## src/hw/rtl/sds_pkg.sv

```systemverilog
// Shared dual stack: package with payload types, command and status codes,
// and the operation kinds passed from the front end to the back end.
// No dependencies.
package sds_pkg;

    localparam int DEPTH_DEFAULT = 16;
    localparam int DATA_W        = 32;
    localparam int QUEUE_DEPTH   = 2;

    // Input commands
    localparam logic [1:0] CMD_PUSH_LOW  = 2'd0;
    localparam logic [1:0] CMD_PUSH_HIGH = 2'd1;
    localparam logic [1:0] CMD_DUMP      = 2'd2;

    // Result status codes
    localparam logic [1:0] ST_PUSHED = 2'd0;
    localparam logic [1:0] ST_FULL   = 2'd1;
    localparam logic [1:0] ST_ENTRY  = 2'd2;
    localparam logic [1:0] ST_EMPTY  = 2'd3;

    typedef struct packed {
        logic [1:0]               command;
        logic signed [DATA_W-1:0] value;
    } in_item_t;

    typedef struct packed {
        logic [1:0]               status;
        logic signed [DATA_W-1:0] data_word;
        logic                     from_high;
        logic                     last;
    } out_item_t;

    // Classified operation, one per queued transaction
    typedef enum logic [2:0] {
        OP_PUSH_LOW  = 3'd0,
        OP_PUSH_HIGH = 3'd1,
        OP_FULL      = 3'd2,
        OP_EMPTY     = 3'd3,
        OP_DUMP      = 3'd4
    } op_kind_t;

endpackage

```

## src/hw/rtl/sds_ram.sv

```systemverilog
// Shared dual stack: generic simple dual-port RAM, one write port and one
// read port with registered read data that holds while no read is issued.
// No dependencies.
module sds_ram #(
    parameter int WIDTH = 32,
    parameter int DEPTH = 16
) (
    input  logic                     clk,
    input  logic                     we,
    input  logic [$clog2(DEPTH)-1:0] waddr,
    input  logic [WIDTH-1:0]         wdata,
    input  logic                     re,
    input  logic [$clog2(DEPTH)-1:0] raddr,
    output logic [WIDTH-1:0]         rdata
);

    logic [WIDTH-1:0] mem [DEPTH];
    logic [WIDTH-1:0] rdata_reg;

    // Write port
    always_ff @(posedge clk)
    begin
        if (we)
        begin
            mem[waddr] <= wdata;
        end
    end

    // Registered read port
    always_ff @(posedge clk)
    begin
        if (re)
        begin
            rdata_reg <= mem[raddr];
        end
    end

    assign rdata = rdata_reg;

endmodule

```

## src/hw/rtl/sds_front.sv

```systemverilog
// Shared dual stack: front end. Accepts input transactions, tracks the stack
// counts, writes pushed words to the RAM and queues a classified operation.
// Depends on sds_pkg.
module sds_front #(
    parameter int DEPTH = sds_pkg::DEPTH_DEFAULT
) (
    input  logic                       clk,
    input  logic                       rst_n,
    input  logic                       in_valid,
    output logic                       in_ready,
    input  sds_pkg::in_item_t          in_item,
    output logic                       q_push,
    output sds_pkg::op_kind_t          q_kind,
    input  logic                       q_full,
    output logic                       ram_we,
    output logic [$clog2(DEPTH)-1:0]   ram_waddr,
    output logic [sds_pkg::DATA_W-1:0] ram_wdata
);

    import sds_pkg::*;

    localparam int AW = $clog2(DEPTH);
    localparam int CW = $clog2(DEPTH + 1);

    logic [CW-1:0] low_cnt_reg, low_cnt_next;
    logic [CW-1:0] high_cnt_reg, high_cnt_next;
    logic [CW:0]   total;
    logic          is_full;
    logic          is_empty;
    logic          accept;
    logic [CW-1:0] high_waddr;

    assign in_ready = !q_full;
    assign accept   = in_valid && in_ready;

    // Classify against the current occupancy
    assign total    = {1'b0, low_cnt_reg} + {1'b0, high_cnt_reg};
    assign is_full  = (total == (CW + 1)'(DEPTH));
    assign is_empty = (total == '0);

    // Next free entry of the high stack, counted down from the top
    assign high_waddr = CW'(DEPTH) - high_cnt_reg - CW'(1);

    // Decode the command, write the RAM and pick the queued operation
    always_comb
    begin
        q_push        = 1'b0;
        q_kind        = OP_EMPTY;
        ram_we        = 1'b0;
        ram_waddr     = low_cnt_reg[AW-1:0];
        ram_wdata     = in_item.value;
        low_cnt_next  = low_cnt_reg;
        high_cnt_next = high_cnt_reg;
        if (accept)
        begin
            case (in_item.command)
                CMD_PUSH_LOW:
                begin
                    q_push = 1'b1;
                    if (is_full)
                    begin
                        q_kind = OP_FULL;
                    end
                    else
                    begin
                        q_kind       = OP_PUSH_LOW;
                        ram_we       = 1'b1;
                        low_cnt_next = low_cnt_reg + CW'(1);
                    end
                end
                CMD_PUSH_HIGH:
                begin
                    q_push = 1'b1;
                    if (is_full)
                    begin
                        q_kind = OP_FULL;
                    end
                    else
                    begin
                        q_kind        = OP_PUSH_HIGH;
                        ram_we        = 1'b1;
                        ram_waddr     = high_waddr[AW-1:0];
                        high_cnt_next = high_cnt_reg + CW'(1);
                    end
                end
                CMD_DUMP:
                begin
                    q_push = 1'b1;
                    q_kind = is_empty ? OP_EMPTY : OP_DUMP;
                end
                default:
                begin
                    // Unused command: drop without a result
                    q_push = 1'b0;
                end
            endcase
        end
    end

    // Hold the stack counts
    always_ff @(posedge clk or negedge rst_n)
    begin
        if (!rst_n)
        begin
            low_cnt_reg  <= '0;
            high_cnt_reg <= '0;
        end
        else
        begin
            low_cnt_reg  <= low_cnt_next;
            high_cnt_reg <= high_cnt_next;
        end
    end

    // The two stacks never hold more than the store
    a_occupancy_bound: assert property (@(posedge clk) disable iff (!rst_n)
        total <= (CW + 1)'(DEPTH))
        else $error("stack occupancy exceeds store depth");

    // A successful push always writes the store
    a_push_writes: assert property (@(posedge clk) disable iff (!rst_n)
        q_push && (q_kind == OP_PUSH_LOW || q_kind == OP_PUSH_HIGH) |-> ram_we)
        else $error("push queued without store write");

endmodule

```

## src/hw/rtl/sds_queue.sv

```systemverilog
// Shared dual stack: short queue of classified operations between the front
// end and the back end.
// Depends on sds_pkg.
module sds_queue (
    input  logic              clk,
    input  logic              rst_n,
    input  logic              push,
    input  sds_pkg::op_kind_t push_kind,
    output logic              full,
    input  logic              pop,
    output logic              head_valid,
    output sds_pkg::op_kind_t head_kind
);

    import sds_pkg::*;

    localparam int PW = (QUEUE_DEPTH > 1) ? $clog2(QUEUE_DEPTH) : 1;
    localparam int NW = $clog2(QUEUE_DEPTH + 1);

    op_kind_t      entry_reg [QUEUE_DEPTH];
    logic [PW-1:0] wr_ptr_reg, wr_ptr_next;
    logic [PW-1:0] rd_ptr_reg, rd_ptr_next;
    logic [NW-1:0] fill_reg, fill_next;
    logic          do_push;
    logic          do_pop;

    assign full       = (fill_reg == NW'(QUEUE_DEPTH));
    assign head_valid = (fill_reg != '0);
    assign head_kind  = entry_reg[rd_ptr_reg];
    assign do_push    = push && !full;
    assign do_pop     = pop && head_valid;

    // Advance pointers and fill level
    always_comb
    begin
        wr_ptr_next = wr_ptr_reg;
        rd_ptr_next = rd_ptr_reg;
        fill_next   = fill_reg;
        if (do_push)
        begin
            wr_ptr_next = (wr_ptr_reg == PW'(QUEUE_DEPTH - 1)) ? '0 : wr_ptr_reg + PW'(1);
        end
        if (do_pop)
        begin
            rd_ptr_next = (rd_ptr_reg == PW'(QUEUE_DEPTH - 1)) ? '0 : rd_ptr_reg + PW'(1);
        end
        if (do_push && !do_pop)
        begin
            fill_next = fill_reg + NW'(1);
        end
        else if (do_pop && !do_push)
        begin
            fill_next = fill_reg - NW'(1);
        end
    end

    always_ff @(posedge clk or negedge rst_n)
    begin
        if (!rst_n)
        begin
            wr_ptr_reg <= '0;
            rd_ptr_reg <= '0;
            fill_reg   <= '0;
        end
        else
        begin
            wr_ptr_reg <= wr_ptr_next;
            rd_ptr_reg <= rd_ptr_next;
            fill_reg   <= fill_next;
        end
    end

    // Store the entry
    always_ff @(posedge clk)
    begin
        if (do_push)
        begin
            entry_reg[wr_ptr_reg] <= push_kind;
        end
    end

    // Fill level never passes the queue depth
    a_fill_bound: assert property (@(posedge clk) disable iff (!rst_n)
        fill_reg <= NW'(QUEUE_DEPTH))
        else $error("operation queue overfilled");

endmodule

```

## src/hw/rtl/sds_back.sv

```systemverilog
// Shared dual stack: back end. Carries out queued operations, walks the
// stacks for a dump through the RAM read port and drives the result register.
// Depends on sds_pkg.
module sds_back #(
    parameter int DEPTH = sds_pkg::DEPTH_DEFAULT
) (
    input  logic                       clk,
    input  logic                       rst_n,
    input  logic                       q_valid,
    input  sds_pkg::op_kind_t          q_kind,
    output logic                       q_pop,
    output logic                       ram_re,
    output logic [$clog2(DEPTH)-1:0]   ram_raddr,
    input  logic [sds_pkg::DATA_W-1:0] ram_rdata,
    output logic                       out_valid,
    input  logic                       out_ready,
    output sds_pkg::out_item_t         out_item
);

    import sds_pkg::*;

    localparam int AW = $clog2(DEPTH);
    localparam int CW = $clog2(DEPTH + 1);

    typedef enum logic [1:0] {
        B_IDLE = 2'b01,
        B_DUMP = 2'b10
    } back_state_t;

    back_state_t   state_reg, state_next;
    logic [CW-1:0] lcnt_reg, lcnt_next;
    logic [CW-1:0] hcnt_reg, hcnt_next;
    logic [CW-1:0] low_left_reg, low_left_next;
    logic [CW-1:0] high_left_reg, high_left_next;
    logic [AW-1:0] addr_reg, addr_next;
    logic          rd_pend_reg, rd_pend_next;
    logic          pend_high_reg;
    logic          pend_last_reg;
    logic          out_valid_reg, out_valid_next;
    out_item_t     out_item_reg;

    logic          out_free;
    logic          head_dump;
    logic          issue;
    logic          issue_last;
    logic          low_phase;
    logic          load_entry;
    logic          load_single;
    logic [CW-1:0] hi_start_dump;
    logic [CW-1:0] hi_start_idle;
    logic [CW-1:0] low_top;
    out_item_t     single_item;

    assign out_free  = !out_valid_reg || out_ready;
    assign head_dump = (q_kind == OP_DUMP);

    // Take a queued operation; a single result waits for pending dump data
    assign q_pop = q_valid && (state_reg == B_IDLE)
                   && (head_dump || (!rd_pend_reg && out_free));
    assign load_single = q_pop && !head_dump;

    // Issue a read when the previous read data leaves this cycle or is gone
    assign low_phase  = (low_left_reg != '0);
    assign issue      = (state_reg == B_DUMP) && (!rd_pend_reg || out_free);
    assign issue_last = low_phase ? (low_left_reg == CW'(1) && high_left_reg == '0)
                                  : (high_left_reg == CW'(1));
    assign load_entry = rd_pend_reg && out_free;

    assign hi_start_dump = CW'(DEPTH) - high_left_reg;
    assign hi_start_idle = CW'(DEPTH) - hcnt_reg;
    assign low_top       = lcnt_reg - CW'(1);

    assign ram_re    = issue;
    assign ram_raddr = addr_reg;

    // Result for operations that give a single transaction
    always_comb
    begin
        single_item           = '0;
        single_item.last      = 1'b1;
        case (q_kind)
            OP_PUSH_LOW:  single_item.status = ST_PUSHED;
            OP_PUSH_HIGH: single_item.status = ST_PUSHED;
            OP_FULL:      single_item.status = ST_FULL;
            OP_EMPTY:     single_item.status = ST_EMPTY;
            default:      single_item.status = ST_EMPTY;
        endcase
    end

    // Sequence the dump walk and mirror the stack counts
    always_comb
    begin
        state_next     = state_reg;
        lcnt_next      = lcnt_reg;
        hcnt_next      = hcnt_reg;
        low_left_next  = low_left_reg;
        high_left_next = high_left_reg;
        addr_next      = addr_reg;
        rd_pend_next   = issue || (rd_pend_reg && !out_free);
        out_valid_next = out_valid_reg;

        case (state_reg)
            B_IDLE:
            begin
                if (q_pop)
                begin
                    case (q_kind)
                        OP_PUSH_LOW:  lcnt_next = lcnt_reg + CW'(1);
                        OP_PUSH_HIGH: hcnt_next = hcnt_reg + CW'(1);
                        OP_DUMP:
                        begin
                            state_next     = B_DUMP;
                            low_left_next  = lcnt_reg;
                            high_left_next = hcnt_reg;
                            addr_next      = (lcnt_reg != '0) ? low_top[AW-1:0]
                                                              : hi_start_idle[AW-1:0];
                        end
                        default:
                        begin
                            state_next = B_IDLE;
                        end
                    endcase
                end
            end
            B_DUMP:
            begin
                if (issue)
                begin
                    if (low_phase)
                    begin
                        low_left_next = low_left_reg - CW'(1);
                        addr_next     = (low_left_reg == CW'(1)) ? hi_start_dump[AW-1:0]
                                                                 : addr_reg - AW'(1);
                    end
                    else
                    begin
                        high_left_next = high_left_reg - CW'(1);
                        addr_next      = addr_reg + AW'(1);
                    end
                    if (issue_last)
                    begin
                        state_next = B_IDLE;
                    end
                end
            end
            default:
            begin
                state_next = B_IDLE;
            end
        endcase

        // Output register handshake
        if (load_entry || load_single)
        begin
            out_valid_next = 1'b1;
        end
        else if (out_ready)
        begin
            out_valid_next = 1'b0;
        end
    end

    always_ff @(posedge clk or negedge rst_n)
    begin
        if (!rst_n)
        begin
            state_reg     <= B_IDLE;
            lcnt_reg      <= '0;
            hcnt_reg      <= '0;
            low_left_reg  <= '0;
            high_left_reg <= '0;
            addr_reg      <= '0;
            rd_pend_reg   <= 1'b0;
            out_valid_reg <= 1'b0;
        end
        else
        begin
            state_reg     <= state_next;
            lcnt_reg      <= lcnt_next;
            hcnt_reg      <= hcnt_next;
            low_left_reg  <= low_left_next;
            high_left_reg <= high_left_next;
            addr_reg      <= addr_next;
            rd_pend_reg   <= rd_pend_next;
            out_valid_reg <= out_valid_next;
        end
    end

    // Tag each read and load the result payload
    always_ff @(posedge clk)
    begin
        if (issue)
        begin
            pend_high_reg <= !low_phase;
            pend_last_reg <= issue_last;
        end
        if (load_entry)
        begin
            out_item_reg.status    <= ST_ENTRY;
            out_item_reg.data_word <= ram_rdata;
            out_item_reg.from_high <= pend_high_reg;
            out_item_reg.last      <= pend_last_reg;
        end
        else if (load_single)
        begin
            out_item_reg <= single_item;
        end
    end

    assign out_valid = out_valid_reg;
    assign out_item  = out_item_reg;

    // Read data waiting on a stalled output is kept for the next cycle
    a_pend_kept: assert property (@(posedge clk) disable iff (!rst_n)
        rd_pend_reg && !out_free |=> rd_pend_reg)
        else $error("pending dump entry lost");

    // A dump walk always has an entry left to read
    a_dump_nonempty: assert property (@(posedge clk) disable iff (!rst_n)
        state_reg == B_DUMP |-> (low_left_reg != '0 || high_left_reg != '0))
        else $error("dump walk with no entries left");

    // Front and back agree that a dump has something to read
    a_counts_agree: assert property (@(posedge clk) disable iff (!rst_n)
        q_pop && q_kind == OP_DUMP |-> (lcnt_reg != '0 || hcnt_reg != '0))
        else $error("dump queued on empty mirrored counts");

endmodule

```

## src/hw/rtl/shared_dual_stack_top.sv

```systemverilog
// Shared dual stack: top level. Connects front end, operation queue, back
// end and the shared store RAM.
// Depends on sds_pkg, sds_ram, sds_front, sds_queue, sds_back.
//
//  channel  | handshake              | payload
//  ---------+------------------------+----------------------------------------
//  input    | in_valid / in_ready    | in_item  (command, value)
//  output   | out_valid / out_ready  | out_item (status, data_word, from_high, last)
//
// A push or an empty dump is taken every cycle while the queue has room and
// gives its result through the queue and the output register.
// A dump holds the back end until all its entries are read; the single RAM read
// port sets the pace of one entry per cycle unless the output stalls, and the
// front keeps taking transactions during a dump until the two-entry queue fills.
// Reset clears the counts and control state; the store is not cleared.
// Output stalls back up through the queue to in_ready.
module shared_dual_stack_top #(
    parameter int DEPTH = sds_pkg::DEPTH_DEFAULT
) (
    input  logic               clk,
    input  logic               rst_n,
    input  logic               in_valid,
    output logic               in_ready,
    input  sds_pkg::in_item_t  in_item,
    output logic               out_valid,
    input  logic               out_ready,
    output sds_pkg::out_item_t out_item
);

    import sds_pkg::*;

    localparam int AW = $clog2(DEPTH);

    logic              q_push;
    op_kind_t          q_push_kind;
    logic              q_full;
    logic              q_pop;
    logic              q_valid;
    op_kind_t          q_head_kind;
    logic              ram_we;
    logic [AW-1:0]     ram_waddr;
    logic [DATA_W-1:0] ram_wdata;
    logic              ram_re;
    logic [AW-1:0]     ram_raddr;
    logic [DATA_W-1:0] ram_rdata;

    sds_front #(
        .DEPTH (DEPTH)
    ) u_front (
        .clk       (clk),
        .rst_n     (rst_n),
        .in_valid  (in_valid),
        .in_ready  (in_ready),
        .in_item   (in_item),
        .q_push    (q_push),
        .q_kind    (q_push_kind),
        .q_full    (q_full),
        .ram_we    (ram_we),
        .ram_waddr (ram_waddr),
        .ram_wdata (ram_wdata)
    );

    sds_queue u_queue (
        .clk        (clk),
        .rst_n      (rst_n),
        .push       (q_push),
        .push_kind  (q_push_kind),
        .full       (q_full),
        .pop        (q_pop),
        .head_valid (q_valid),
        .head_kind  (q_head_kind)
    );

    sds_ram #(
        .WIDTH (DATA_W),
        .DEPTH (DEPTH)
    ) u_store (
        .clk   (clk),
        .we    (ram_we),
        .waddr (ram_waddr),
        .wdata (ram_wdata),
        .re    (ram_re),
        .raddr (ram_raddr),
        .rdata (ram_rdata)
    );

    sds_back #(
        .DEPTH (DEPTH)
    ) u_back (
        .clk       (clk),
        .rst_n     (rst_n),
        .q_valid   (q_valid),
        .q_kind    (q_head_kind),
        .q_pop     (q_pop),
        .ram_re    (ram_re),
        .ram_raddr (ram_raddr),
        .ram_rdata (ram_rdata),
        .out_valid (out_valid),
        .out_ready (out_ready),
        .out_item  (out_item)
    );

endmodule
```

## config.mk

```make
export PLATFORM = sky130hd
export DESIGN_NAME = shared_dual_stack_top
export DESIGN_NICKNAME = d
export VERILOG_FILES = /design/src/hw/rtl/sds_pkg.sv /design/src/hw/rtl/sds_ram.sv /design/src/hw/rtl/sds_front.sv /design/src/hw/rtl/sds_queue.sv /design/src/hw/rtl/sds_back.sv /design/src/hw/rtl/shared_dual_stack_top.sv
export SDC_FILE = /design/constraint.sdc
export NUM_CORES = 1
export LEC_CHECK = 0
export BUFFER_PORTS_ARGS = -buffer_cell sky130_fd_sc_hd__buf_2
export CORE_AREA = 2 2 200 202
export CTS_BUF_LIST = sky130_fd_sc_hd__clkbuf_4 sky130_fd_sc_hd__clkbuf_8
export DETAILED_ROUTE_END_ITERATION = 16
export DIE_AREA = 0 0 202 204
export GPL_ROUTABILITY_DRIVEN = 0
export PLACE_DENSITY_LB_ADDON = 0.1
export SYNTH_ARGS = -nofsm -noshare
export SYNTH_HDL_FRONTEND = slang
export SYNTH_SLANG_ARGS = --single-unit
```

## constraint.sdc

```tcl
create_clock -name clk -period 6.5 [get_ports clk]
set_clock_uncertainty 0.05 [all_clocks]
set_input_delay 0.65 -clock clk [delete_from_list [all_inputs] [get_ports clk]]
set_output_delay 0.65 -clock clk [all_outputs]
set_load 0.02 [all_outputs]
```

### Word level (Yosys, flattened, before mapping)

Memory sizes are Yosys's and may differ from the RTL's. A register that Yosys moved wholly into a read port is not among the register bits.
Index checks and enable logic that the tools add are counted.

* $add $sub $neg: 18
* equality and inequality tests: 18
* multiplexer cells: 49
* bitwise operators: 1
* reductions and logical operators: 48

Operators by type and width (count)
* 34-bit two-way mux: 2
* 5-bit two-way mux: 8
* 4-bit two-way mux: 9
* 5-bit by 1-bit adder with 5-bit output, second input constant: 4
* 5-bit one-hot mux with 2 select lines: 2
* 1-bit two-way mux: 14
* 2-bit two-way mux: 7
* 1-bit logical AND: 13
* 2-bit one-hot mux with 2 select lines: 3
* 3-bit AND reduction: 4
* 1-bit by 4-bit subtractor with 4-bit output, first input constant: 3
* 4-bit by 1-bit subtractor with 4-bit output, second input constant: 3
* 5-bit by 1-bit equality test with 1-bit output, second input constant: 2
* 2-bit by 1-bit != test with 1-bit output, second input constant: 5
* 5-bit AND reduction: 2
* 2-bit nonzero test: 5
* 5-bit nonzero test: 2
* 5-bit by 1-bit subtractor with 5-bit output, second input constant: 2
* 3-bit one-hot mux with 3 select lines: 1
* 1-bit logical NOT: 8
* 4-bit one-hot mux with 2 select lines: 1
* 4-bit AND reduction: 2
* 5-bit by 5-bit adder with 6-bit output: 1
* 2-bit equality test, second input constant: 3
* 19 further kinds: 28

* register bits after elaboration: 80
* RAM bits: 518
* bits of input ports: 38
* output and inout bits: 38
* memories: 2

Memory list
* u_store.mem: depth 16, bits a word 32, read ports 1, clocked after memory_dff 1, write ports 1, RTL line sds_ram.sv:17 `logic [WIDTH-1:0] mem [DEPTH];`
* u_queue.entry_reg: depth 2, bits a word 3, read ports 1, clocked after memory_dff 0, write ports 1, RTL line sds_queue.sv:20 `op_kind_t entry_reg [QUEUE_DEPTH];`

### Longest topological paths before layout

Gate-level depths: netlist of the first run.

* depth in word-level cells: 9
* depth in mapped cells: 10

### Hierarchy

A second synthesis of the first run with hierarchy kept.

* cells, all modules: 1268
* area total of the unflattened synthesis: 24917.6 µm²

Modules (own cells, without submodules)
* sds_ram: instances 1, cells each 838, area an instance 20155.6 µm², seq. area each 16335.7 µm²
* sds_back: instances 1, cells each 287, area an instance 3284.4 µm², seq. area each 1823.0 µm²
* sds_front: instances 1, cells each 115, area an instance 1056.0 µm², seq. area each 250.2 µm²
* sds_queue: instances 1, cells each 28, area an instance 421.7 µm², seq. area each 280.3 µm²

### Least setup slack after synthesis of the first run

No wires, ideal clock.

* path type: register to register
* start: register u_front.low_cnt_reg[0]
* end: memory u_store.mem[10][0] (enable)
* library setup time: 461 ps
* arrival: 4573 ps
* data required time: 5989 ps
* path slack: 1416 ps
* cell stages (with the launch flop): 11
* path buffers: 2
* cell sequence: dfrtp_1 -> ha_1 -> fa_1 -> a21o_1 -> a21oi_1 -> xor2_1 -> nor2_1 -> or3_1 -> buf_2 -> buf_2 -> nor3_1

* word-level cells in the longest chain between the ends: 7
* elaborated cells on any way between the ends: 10
* those cells by class: add/sub (1); eq/ne (1); mux (8)

RTL lines
* start: declaration: RTL line sds_front.sv:25 `logic [CW-1:0] low_cnt_reg, low_cnt_next;`
* start signal: assignment: RTL line sds_front.sv:110 `low_cnt_reg <= low_cnt_next;`
* 5-bit by 5-bit adder with 6-bit output: RTL line sds_front.sv:37 `assign total = {1'b0, low_cnt_reg} + {1'b0, high_cnt_reg};`
* 6-bit by 5-bit equality test with 1-bit output: RTL line sds_front.sv:38 `assign is_full = (total == (CW + 1)'(DEPTH));`
* 1-bit two-way mux: RTL line sds_front.sv:60, sds_front.sv:74
* 1-bit two-way mux
* 1-bit two-way mux: RTL line sds_front.sv:54 `if (accept)`
* 1-bit two-way mux: RTL line sds_ram.sv:23 `if (we)`
* 1-bit two-way mux (implied by the code): RTL line sds_ram.sv:25 `mem[waddr] <= wdata;`
* end: declaration: RTL line sds_ram.sv:17

Parallel ways exist; a longest one is shown, timed or not.

### Worst setup path after layout of the first run

* start: register u_front.low_cnt_reg[0]
* end: memory u_store.mem[1][22] (enable)

Same word-level chain as after synthesis.

==> results of run 1 <==
metal layers:
layer / up-vias / routed length, µm / share of wire [%] / GRT usage [%]
li1: 5168 / - / - / -
met1: 6267 / 22300 / 44 / 39.9
met2: 571 / 21900 / 43 / 34.9
met3: 70 / 5410 / 11 / 7.78
met4: 0 / 1020 / 2.0 / 7.93
met5: - / 0 / 0 / 0
metrics by stage:
stage / setup slack (ns) / hold slack (ns) / instance area, µm²
finish: 2.66 / 0.145 / 27700
global route: 2.41 / 0.191 / 27700
CTS: 2.66 / 0.121 / 27700
detailed placement: 2.69 / 0.418 / 25800
global placement: 2.82 / 0.410 / 25800
floorplan: 1.42 / 0.304 / 24700
cells by family after synthesis:
logic type | Yosys count | synth area share [%]
flip-flops | 630 | 75.6
AND/OR/NAND/NOR | 169 | 3.64
multiplexers | 166 | 14.8
AO/OA/AOI/OAI | 87 | 2.34
buffers and inverters | 79 | 1.41
XOR/XNOR | 30 | 1.06
adder cells (fa/ha/maj) | 22 | 1.14
final cells by class:
class                           count  area [µm²]
Fill cell                        2340       11400
Sequential cell                   630       18700
Tap cell                          525         657
Multi-Input combinational cell    474        5780
Clock buffer                      129        1590
Inverter                           25        93.8
Antenna cell                        1        2.50
Clock inverter                     52         370
Timing Repair Buffer               97         553
report_power, final:
group / internal (W) / switching, W
Sequential: 0.00491 / 0.000426
Clock: 0.00180 / 0.00149
Combinational: 0.00143 / 0.00169
cell usage in the layout (no fill, tap or decap), types with 22 or more instances in the layout:
cell	instances
clkinv_1	28
buf_2	75
nor2_1	27
mux4_2	160
o21ai_0	22
clkbuf_8	99
dfrtp_1	37
clkbuf_4	30
and2_1	37
edfxtp_1	586
nand2_1	31
inv_1	23
worst max-delay path by stage:
stage	to	cells past startpoint
3_5_place_dp	u_store.mem[1][17]$_DFFE_PP_	9
4_1_cts	u_store.mem[1][22]$_DFFE_PP_	9
6_report	u_store.mem[1][22]$_DFFE_PP_	9
2_1_floorplan	u_store.mem[10][0]$_DFFE_PP_	10
5_1_grt	u_store.mem[1][22]$_DFFE_PP_	9
3_3_place_gp	u_store.mem[13][16]$_DFFE_PP_	9
worst max-delay path: stages, from the launching register on:
cell	delay (ns)
dfrtp_1	0.47
ha_1	0.25
fa_1	0.41
a21o_1	0.17
a21oi_1	0.17
xor2_1	0.21
nor2_1	0.17
or3_1	0.74
nor3_2	0.32
buf_4	0.44
==> flow_metrics.py, run 1 <==
metrics = {
    "synthesis": {
        "synth_area_leaders": "edfxtp_1 71%, mux4_2 15%, dfrtp_1 4.1%",
        "synth-seq-cells": 630,
        "syn_avg_cell_area_um2": 20.9,
        "yosysUniqueCellTypes": 65,
        "synth_fp_nets": 1243,
        "yosys.area.top_type": "edfxtp_1",
        "syn_inst": 1183,
        "synth_flop_cell": "edfxtp_1",
        "synth_common_cells": "586 x edfxtp_1, 160 x mux4_2, 41 x dfrtp_1",
        "yosysTopAreaCellShare_pct": 71.2,
        "synth_edf_count": 586,
        "yosysSeqAreaShare_pct": 75.6,
        "synth_warnings": 0,
        "syn-cell-area_um2": 24700,
        "async_flop_share_pct": 6.67,
        "synth.most_common_cell": "edfxtp_1",
    },
    "critical_path": {
        "crit_path_start": "u_front.low_cnt_reg[0]$_DFFE_PN0P_",
        "r2r_start": "u_front.low_cnt_reg[0]$_DFFE_PN0P_",
        "critPathArrivalTime_ns": 4.07,
        "critPathMaxFanout": 32,
        "endpoint_kind": "register",
        "crit_type": "register to register",
        "reg2reg_slack_ns": 2.66,
        "cp.required_ns": 6.73,
        "r2r_end": "u_store.mem[1][22]$_DFFE_PP_",
        "r2r_cells": 9,
        "cp-start-kind": "register",
    },
    "sta": {
        "fin_crit_sh_pct": 59.0,
        "final-hold-violation-count": 0,
        "relSlewSlack_pct": 22.5,
        "final_max_slew_viol_count": 0,
        "tightest_slew_ns": 1.16,
        "rsz0062_at_grt": "no",
        "setup_tns_ns": 0,
        "max_clock_freq_mhz": 261,
        "final-setup-viol-count": 0,
        "min_period_ns": 3.84,
    },
    "global_routing": {
        "grt_usage_pct": 25.5,
        "grt_pass1_vias": 12100,
        "grt_max_degree": 72,
        "grt_antenna_before_repair": 1,
        "overflow": 0,
        "grt_pass1_wl_mm": 75.3,
    },
    "run_status": {
        "outcome": "finished, final reports clean",
    },
    "cells_and_area": {
        "final_core_util_pct": 70.8,
        "finalNonFillerCells": 1933,
        "drive_gt1_share_pct": 31.6,
        "layout.nets": 1387,
        "syn_to_final_growth_pct": 12.2,
        "largest_register_ffs": 512,
    },
    "route": {
        "firstDrtPassIters": 5,
        "vias": 12100,
        "wirelength_mm": 50.6,
        "ant_nets": 0,
        "drt_iter0_drc": 1365,
        "drc_errors": 0,
        "wire_per_inst_um": 26.2,
        "viasPerCell": 6.25,
    },
    "cts": {
        "numCtsBuffers": 99,
        "cts.sinks": 630,
        "cts_resized": 0,
        "post_cts_buffers": 0,
        "insertion_delay_ns": 0.66,
        "htree_levels": 3,
        "clockBufferDepth": 3,
        "cts_hold_buf": 0,
        "path_clk_slew_ns": 0.06,
        "tritoncts": "built",
        "root_buffer": "clkbuf_8",
    },
    "pwr": {
        "cellLeakagePower_nw": 9.21,
        "finalPower_w": 0.0117,
        "powerDensity_nw_per_um2": 423,
        "ir_worst_vdd_uv": 306,
    },
    "floorplan": {
        "rows": 73,
        "core_area_um2": 39200,
        "die_area_um2": 41200,
        "dieHeight_um": 204,
        "start_util_pct": 63.1,
        "num_io_pins": 76,
        "dieWidth_um": 202,
    },
    "placed_design": {
        "place_hpwl_mm": 31.5,
        "numPortBuffers": 75,
        "placedCellCount": 1751,
    },
    "min_path": {
        "min_path_type": "input port to asynchronous set/reset pin",
    },
    "job": {
        "timing.max_cap.violations": 0,
    },
}
Power figures use the tool's default switching activity.
==> run 2, diff against run 1 <==
--- a/config.mk
+++ b/config.mk
@@ -6,10 +6,10 @@
 export NUM_CORES = 1
 export LEC_CHECK = 0
 export BUFFER_PORTS_ARGS = -buffer_cell sky130_fd_sc_hd__buf_2
-export CORE_AREA = 2 2 200 202
+export CORE_AREA = 2 2 210 212
 export CTS_BUF_LIST = sky130_fd_sc_hd__clkbuf_4 sky130_fd_sc_hd__clkbuf_8
 export DETAILED_ROUTE_END_ITERATION = 16
-export DIE_AREA = 0 0 202 204
+export DIE_AREA = 0 0 212 214
 export GPL_ROUTABILITY_DRIVEN = 0
 export PLACE_DENSITY_LB_ADDON = 0.1
 export SYNTH_ARGS = -nofsm -noshare
==> constraint.sdc (replaced) <==
create_clock -name clk -period 3.3 [get_ports clk]
set_clock_uncertainty 0.05 [all_clocks]
set_input_delay 0.33 -clock clk [delete_from_list [all_inputs] [get_ports clk]]
set_output_delay 0.33 -clock clk [all_outputs]
set_load 0.02 [all_outputs]
==> flow_metrics.py, run 2 (same netlist as run 1, synthesis figures left out) <==
metrics = {
    "route": {
        "ant_nets": 0,
        "drc_errors": 0,
        "drt_iter0_drc": 1006,
        "wire_per_inst_um": 25.6,
        "firstDrtPassIters": 7,
        "viasPerCell": 5.93,
        "wirelength_mm": 52.6,
        "vias": 12200,
    },
    "pwr": {
        "sw_frac_of_total_pct": 30.2,
        "finalPower_w": 0.0235,
        "p_comb_share_pct": 27.9,
        "p_int_w": 0.0164,
        "powerDensity_nw_per_um2": 818,
        "seqPwrFrac_pct": 44.3,
        "cellLeakagePower_nw": 9.71,
        "p_clk_share_pct": 27.8,
        "ir_worst_vdd_uv": 479,
        "switching_power_w": 0.00710,
    },
    "sta": {
        "max_clock_freq_mhz": 326,
        "rsz0062_at_grt": "no",
        "fin_crit_sh_pct": 92.9,
        "hold_ws_ns": 0.0446,
        "final_max_slew_viol_count": 0,
        "setup_tns_ns": 0,
        "tightest_slew_ns": 1.09,
        "relSlewSlack_pct": 27.3,
        "min_period_ns": 3.07,
        "final-hold-violation-count": 0,
        "final-setup-viol-count": 0,
    },
    "floorplan": {
        "core_area_um2": 42900,
        "start_util_pct": 57.7,
        "dieHeight_um": 214,
        "num_io_pins": 76,
        "dieWidth_um": 212,
        "die_area_um2": 45400,
        "rows": 76,
    },
    "cts": {
        "htree_levels": 3,
        "root_buffer": "clkbuf_8",
        "post_cts_buffers": 0,
        "clockBufferDepth": 3,
        "insertion_delay_ns": 0.67,
        "numCtsBuffers": 98,
        "tritoncts": "built",
        "cts.sinks": 630,
        "path_clk_slew_ns": 0.06,
    },
    "global_routing": {
        "grt_usage_pct": 24.1,
        "grt_pass1_wl_mm": 78.8,
        "grt_max_degree": 69,
        "grt_pass1_vias": 12700,
        "grt_antenna_before_repair": 1,
        "overflow": 0,
    },
    "critical_path": {
        "critPathMaxFanout": 19,
        "cp-start-kind": "register",
        "reg2reg_slack_ns": 0.23,
        "crit_type": "register to register",
        "r2r_end": "u_store.mem[0][9]$_DFFE_PP_",
        "r2r_start": "u_front.low_cnt_reg[0]$_DFFE_PN0P_",
        "critPathArrivalTime_ns": 3.34,
        "r2r_cells": 10,
        "endpoint_kind": "register",
        "cp.required_ns": 3.57,
    },
    "cells_and_area": {
        "drive_gt1_share_pct": 32.9,
        "largest_register_ffs": 512,
        "fillers": 2818,
        "layout.nets": 1448,
        "final_common_cell": "edfxtp_1",
        "final_core_util_pct": 67.0,
        "final_cell_mix": "586 x edfxtp_1, 160 x mux4_2, 104 x clkbuf_8",
        "stdcell_area_um2": 28700,
        "antenna_cells": 0,
        "syn_to_final_growth_pct": 16.2,
    },
    "placed_design": {
        "numPortBuffers": 75,
        "dpl-instance-area_um2": 26500,
        "place_hpwl_mm": 32.0,
    },
    "job": {
        "timing.max_cap.violations": 0,
    },
    "min_path": {
        "min_path_type": "input port to register",
        "min_to": "u_store.mem[14][14]$_DFFE_PP_",
        "hold_path.startpoint": "in_item[14]",
        "holdPathStages": 1,
    },
    "run_status": {
        "outcome": "finished, final reports clean",
    },
}
[run 2: final cells by class]
| type | count | area (µm²) | area share [%] |
|---|---|---|---|
| tap | 585 | 732 | 2.55 |
| timing repair buffer | 159 | 1340 | 4.65 |
| multi-input combinational | 474 | 5900 | 20.5 |
| clock buffer | 129 | 1620 | 5.63 |
| sequential | 630 | 18700 | 65.1 |
| clock inverter | 50 | 360 | 1.25 |
| inverter | 25 | 93.8 | 0.326 |
[run 2: layer usage]
layer	up-vias	share of wire (%)	wire length (µm)	GRT usage, %
met5	-	0	0	0
met4	0	1.9	1000	6.29
met3	69	4.8	2510	4.19
met2	346	52	27500	40.6
met1	6460	41	21600	33.0
li1	5292	-	-	-
[run 2: power by group through the flow]
stage | sequential, W | combinational [W] | clock, W
after CTS | 0.0104 | 0.00668 | 0.00670
after floorplan | 0.0104 | 0.00457 | 0
final | 0.0104 | 0.00655 | 0.00653
after global placement | 0.0106 | 0.00659 | 0
after detailed placement | 0.0106 | 0.00663 | 0
after global routing | 0.0105 | 0.00705 | 0.00702
[run 2: timing repair]
item,4_1_cts,5_1_grt
resized for setup,0,0
setup endpoints to repair,0,0
hold buffers,27,0
endpoints found under the hold margin,363,0
[run 2: worst max-delay path by stage]
stage | start | to | slack [ns] | depth (start not counted)
4_1_cts | u_front.low_cnt_reg[0]$_DFFE_PN0P_ | u_store.mem[0][11]$_DFFE_PP_ | 0.21 | 10
3_3_place_gp | u_front.low_cnt_reg[0]$_DFFE_PN0P_ | u_store.mem[0][6]$_DFFE_PP_ | 0.26 | 10
2_1_floorplan | u_front.low_cnt_reg[0]$_DFFE_PN0P_ | u_store.mem[8][0]$_DFFE_PP_ | -0.21 | 10
3_5_place_dp | u_front.low_cnt_reg[0]$_DFFE_PN0P_ | u_store.mem[0][10]$_DFFE_PP_ | 0.23 | 10
5_1_grt | u_front.low_cnt_reg[0]$_DFFE_PN0P_ | u_store.mem[0][10]$_DFFE_PP_ | 0.10 | 10
6_report | u_front.low_cnt_reg[0]$_DFFE_PN0P_ | u_store.mem[0][9]$_DFFE_PP_ | 0.23 | 10
[run 2: critical path: stages, from the launching register on]
cell	delay, ns
dfrtp_2	0.48
ha_4	0.19
fa_2	0.34
a21o_1	0.18
a21oi_2	0.14
xor2_1	0.22
nor2_2	0.06
or3_1	0.36
buf_12	0.20
nor3_4	0.14
buf_4	0.34
[run 2: through the flow]
step / setup slack (ns) / instances
final: 0.233 / 2052
after global routing: 0.103 / 2052
after CTS: 0.205 / 2052
after detailed placement: 0.234 / 1846
after global placement: 0.258 / 1846
after floorplan: -0.206 / 1183
==> run 3, diff against run 2 <==
--- a/config.mk
+++ b/config.mk
@@ -6,10 +6,10 @@
 export NUM_CORES = 1
 export LEC_CHECK = 0
 export BUFFER_PORTS_ARGS = -buffer_cell sky130_fd_sc_hd__buf_2
-export CORE_AREA = 2 2 210 212
+export CORE_AREA = 2 2 200 202
 export CTS_BUF_LIST = sky130_fd_sc_hd__clkbuf_4 sky130_fd_sc_hd__clkbuf_8
 export DETAILED_ROUTE_END_ITERATION = 16
-export DIE_AREA = 0 0 212 214
+export DIE_AREA = 0 0 202 204
 export GPL_ROUTABILITY_DRIVEN = 0
 export PLACE_DENSITY_LB_ADDON = 0.1
 export SYNTH_ARGS = -nofsm -noshare
==> constraint.sdc (replaced) <==
create_clock -name clk -period 3.2 [get_ports clk]
set_clock_uncertainty 0.05 [all_clocks]
set_input_delay 0.32 -clock clk [delete_from_list [all_inputs] [get_ports clk]]
set_output_delay 0.32 -clock clk [all_outputs]
set_load 0.02 [all_outputs]
==> flow_metrics.py, run 3 (same netlist as run 1, synthesis figures left out) <==
metrics = {
    "run_status": {
        "outcome": "finished, final reports clean",
    },
    "critical_path": {
        "crit_type": "register to register",
        "max_stage_delay_ns": 0.45,
        "slowest_stage": "dfrtp_2",
        "crit_path_cell_trace": "ha_4 > fa_2 > a21o_1 > a21oi_2 > xor2_1 > nor2_2 > or3_1 > buf_12 > nor3_4 > buf_4",
        "endpoint_kind": "register",
        "critPathArrivalTime_ns": 3.31,
        "path_buf_inv": 2,
        "critPathMaxFanout": 17,
        "cp_top_family": "simple AND/OR/NAND/NOR gates",
        "r2r_cells": 10,
        "worst-path-stages": 10,
        "cp-start-kind": "register",
        "cp.required_ns": 3.48,
    },
    "cells_and_area": {
        "layout.nets": 1434,
        "final_common_cell": "edfxtp_1",
        "fillers": 2299,
        "antenna_cells": 0,
        "final_cell_mix": "586 x edfxtp_1, 160 x mux4_2, 100 x clkbuf_8",
        "drive_gt1_share_pct": 33.5,
        "syn_to_final_growth_pct": 15.5,
        "largest_register_ffs": 512,
        "multi_input_area_um2": 5900,
        "ff_latch_area_um2": 18700,
    },
    "route": {
        "wl_met1_mm": 21.1,
        "drt_iter0_drc": 953,
        "wire_per_inst_um": 26.8,
        "viasPerCell": 6.14,
        "wl_met3_mm": 2.39,
        "ant_nets": 0,
        "wirelength_mm": 53.1,
        "drc_errors": 0,
        "vias": 12200,
        "firstDrtPassIters": 5,
        "top_layer": "met5",
        "routed-wl-met2_mm": 28.2,
    },
    "pwr": {
        "seqPwrFrac_pct": 44.2,
        "ir_worst_vdd_uv": 482,
        "switching_power_w": 0.00740,
        "powerDensity_nw_per_um2": 842,
        "cellLeakagePower_nw": 9.64,
        "p_clk_share_pct": 26.6,
        "sw_frac_of_total_pct": 30.8,
        "p_int_w": 0.0166,
        "p_comb_share_pct": 29.2,
    },
    "floorplan": {
        "die_area_um2": 41200,
        "dieWidth_um": 202,
        "dieHeight_um": 204,
        "num_io_pins": 76,
        "rows": 73,
        "core_area_um2": 39200,
        "start_util_pct": 63.1,
    },
    "cts": {
        "cts_hold_buf": 18,
        "tritoncts": "built",
        "insertion_delay_ns": 0.66,
        "post_cts_buffers": 0,
        "numCtsBuffers": 97,
        "cts.sinks": 630,
        "root_buffer": "clkbuf_8",
        "path_clk_slew_ns": 0.06,
        "htree_levels": 3,
        "clockBufferDepth": 3,
        "cts_resized": 0,
    },
    "global_routing": {
        "grt_usage_pct": 27.0,
        "grt_pass1_wl_mm": 79.9,
        "grt_max_degree": 73,
        "overflow": 0,
        "grt_antenna_before_repair": 1,
        "grt_pass1_vias": 12500,
    },
    "min_path": {
        "holdPathStages": 1,
        "min_path_type": "input port to register",
    },
    "sta": {
        "hold_ws_ns": 0.0399,
        "tightest_slew_ns": 1.03,
        "final-hold-violation-count": 0,
        "setup_tns_ns": 0,
        "final-setup-viol-count": 0,
        "fin_crit_sh_pct": 94.6,
        "rsz0062_at_grt": "no",
        "min_period_ns": 3.03,
        "final_max_slew_viol_count": 0,
        "relSlewSlack_pct": 31.4,
        "max_clock_freq_mhz": 330,
    },
    "placed_design": {
        "place_hpwl_mm": 33.6,
        "numPortBuffers": 75,
    },
    "job": {
        "timing.max_cap.violations": 0,
    },
}
==> run 3: cell count changes in the layout (fill, tap and decap cells not counted) <==
cell and change:
dlygate4sd3_1 -9, inv_8 -1, clkinv_2 -1, clkinvlp_4 +1, clkbuf_4 +18, clkbuf_8 -4
clkinv_1 -8, buf_4 -12, inv_6 +1, buf_12 +8, bufinv_16 -5
==> run 3: layer usage <==
| layer | track usage [%] | vias to the layer above |
|---|---|---|
| li1 | - | 5259 |
| met1 | 36.0 | 6410 |
| met2 | 46.6 | 410 |
| met3 | 4.26 | 78 |
| met4 | 8.93 | 2 |
| met5 | 0 | - |
==> run 3: final timing paths <==
| check | from | end | slack (ns) |
|---|---|---|---|
| setup / recovery | u_front.high_cnt_reg[0]$_DFFE_PN0P_ | u_store.mem[11][28]$_DFFE_PP_ | 0.17 |
| hold / removal | in_item[21] | u_store.mem[13][21]$_DFFE_PP_ | 0.04 |
| setup reg to reg | u_front.high_cnt_reg[0]$_DFFE_PN0P_ | u_store.mem[11][28]$_DFFE_PP_ | 0.17 |
| hold reg to reg | u_front.high_cnt_reg[4]$_DFFE_PN0P_ | u_front.high_cnt_reg[4]$_DFFE_PN0P_ | 0.42 |
| max in group asynchronous | rst_n | u_back.ram_raddr[1]$_DFFE_PN0P_ | 2.00 |
| min in group asynchronous | rst_n | u_back.lcnt_reg[0]$_DFFE_PN0P_ | 0.34 |
==> run 3: layout make-up <==
cell class	instances	area share [%]
Clock inverter	37	0.631
Multi-Input combinational cell	474	20.7
Inverter	25	0.329
Tap cell	525	2.30
Timing Repair Buffer	146	4.61
Sequential cell	630	65.5
Clock buffer	143	5.95
==> run 3: power groups by stage <==
| stage | combinational (W) | sequential (W) | clock [W] |
|---|---|---|---|
| floorplan | 0.00472 | 0.0107 | 0 |
| global placement | 0.00700 | 0.0108 | 0 |
| detailed placement | 0.00709 | 0.0108 | 0 |
| CTS | 0.00713 | 0.0106 | 0.00655 |
| global route | 0.00749 | 0.0107 | 0.00690 |
| finish | 0.00701 | 0.0106 | 0.00640 |
==> run 3: through the flow <==
step                total power (W)  worst slack [ns]  area (µm²)  std cells  util, %
finish                       0.0240             0.173       28500       1980     72.9
global route                 0.0251            0.0560       28500       1980     72.9
CTS                          0.0243             0.172       28500       1980     72.9
detailed placement           0.0179             0.199       26500       1782     67.6
global placement             0.0178             0.225       26500       1782     67.6
floorplan                    0.0154            -0.306       25000       1183        -
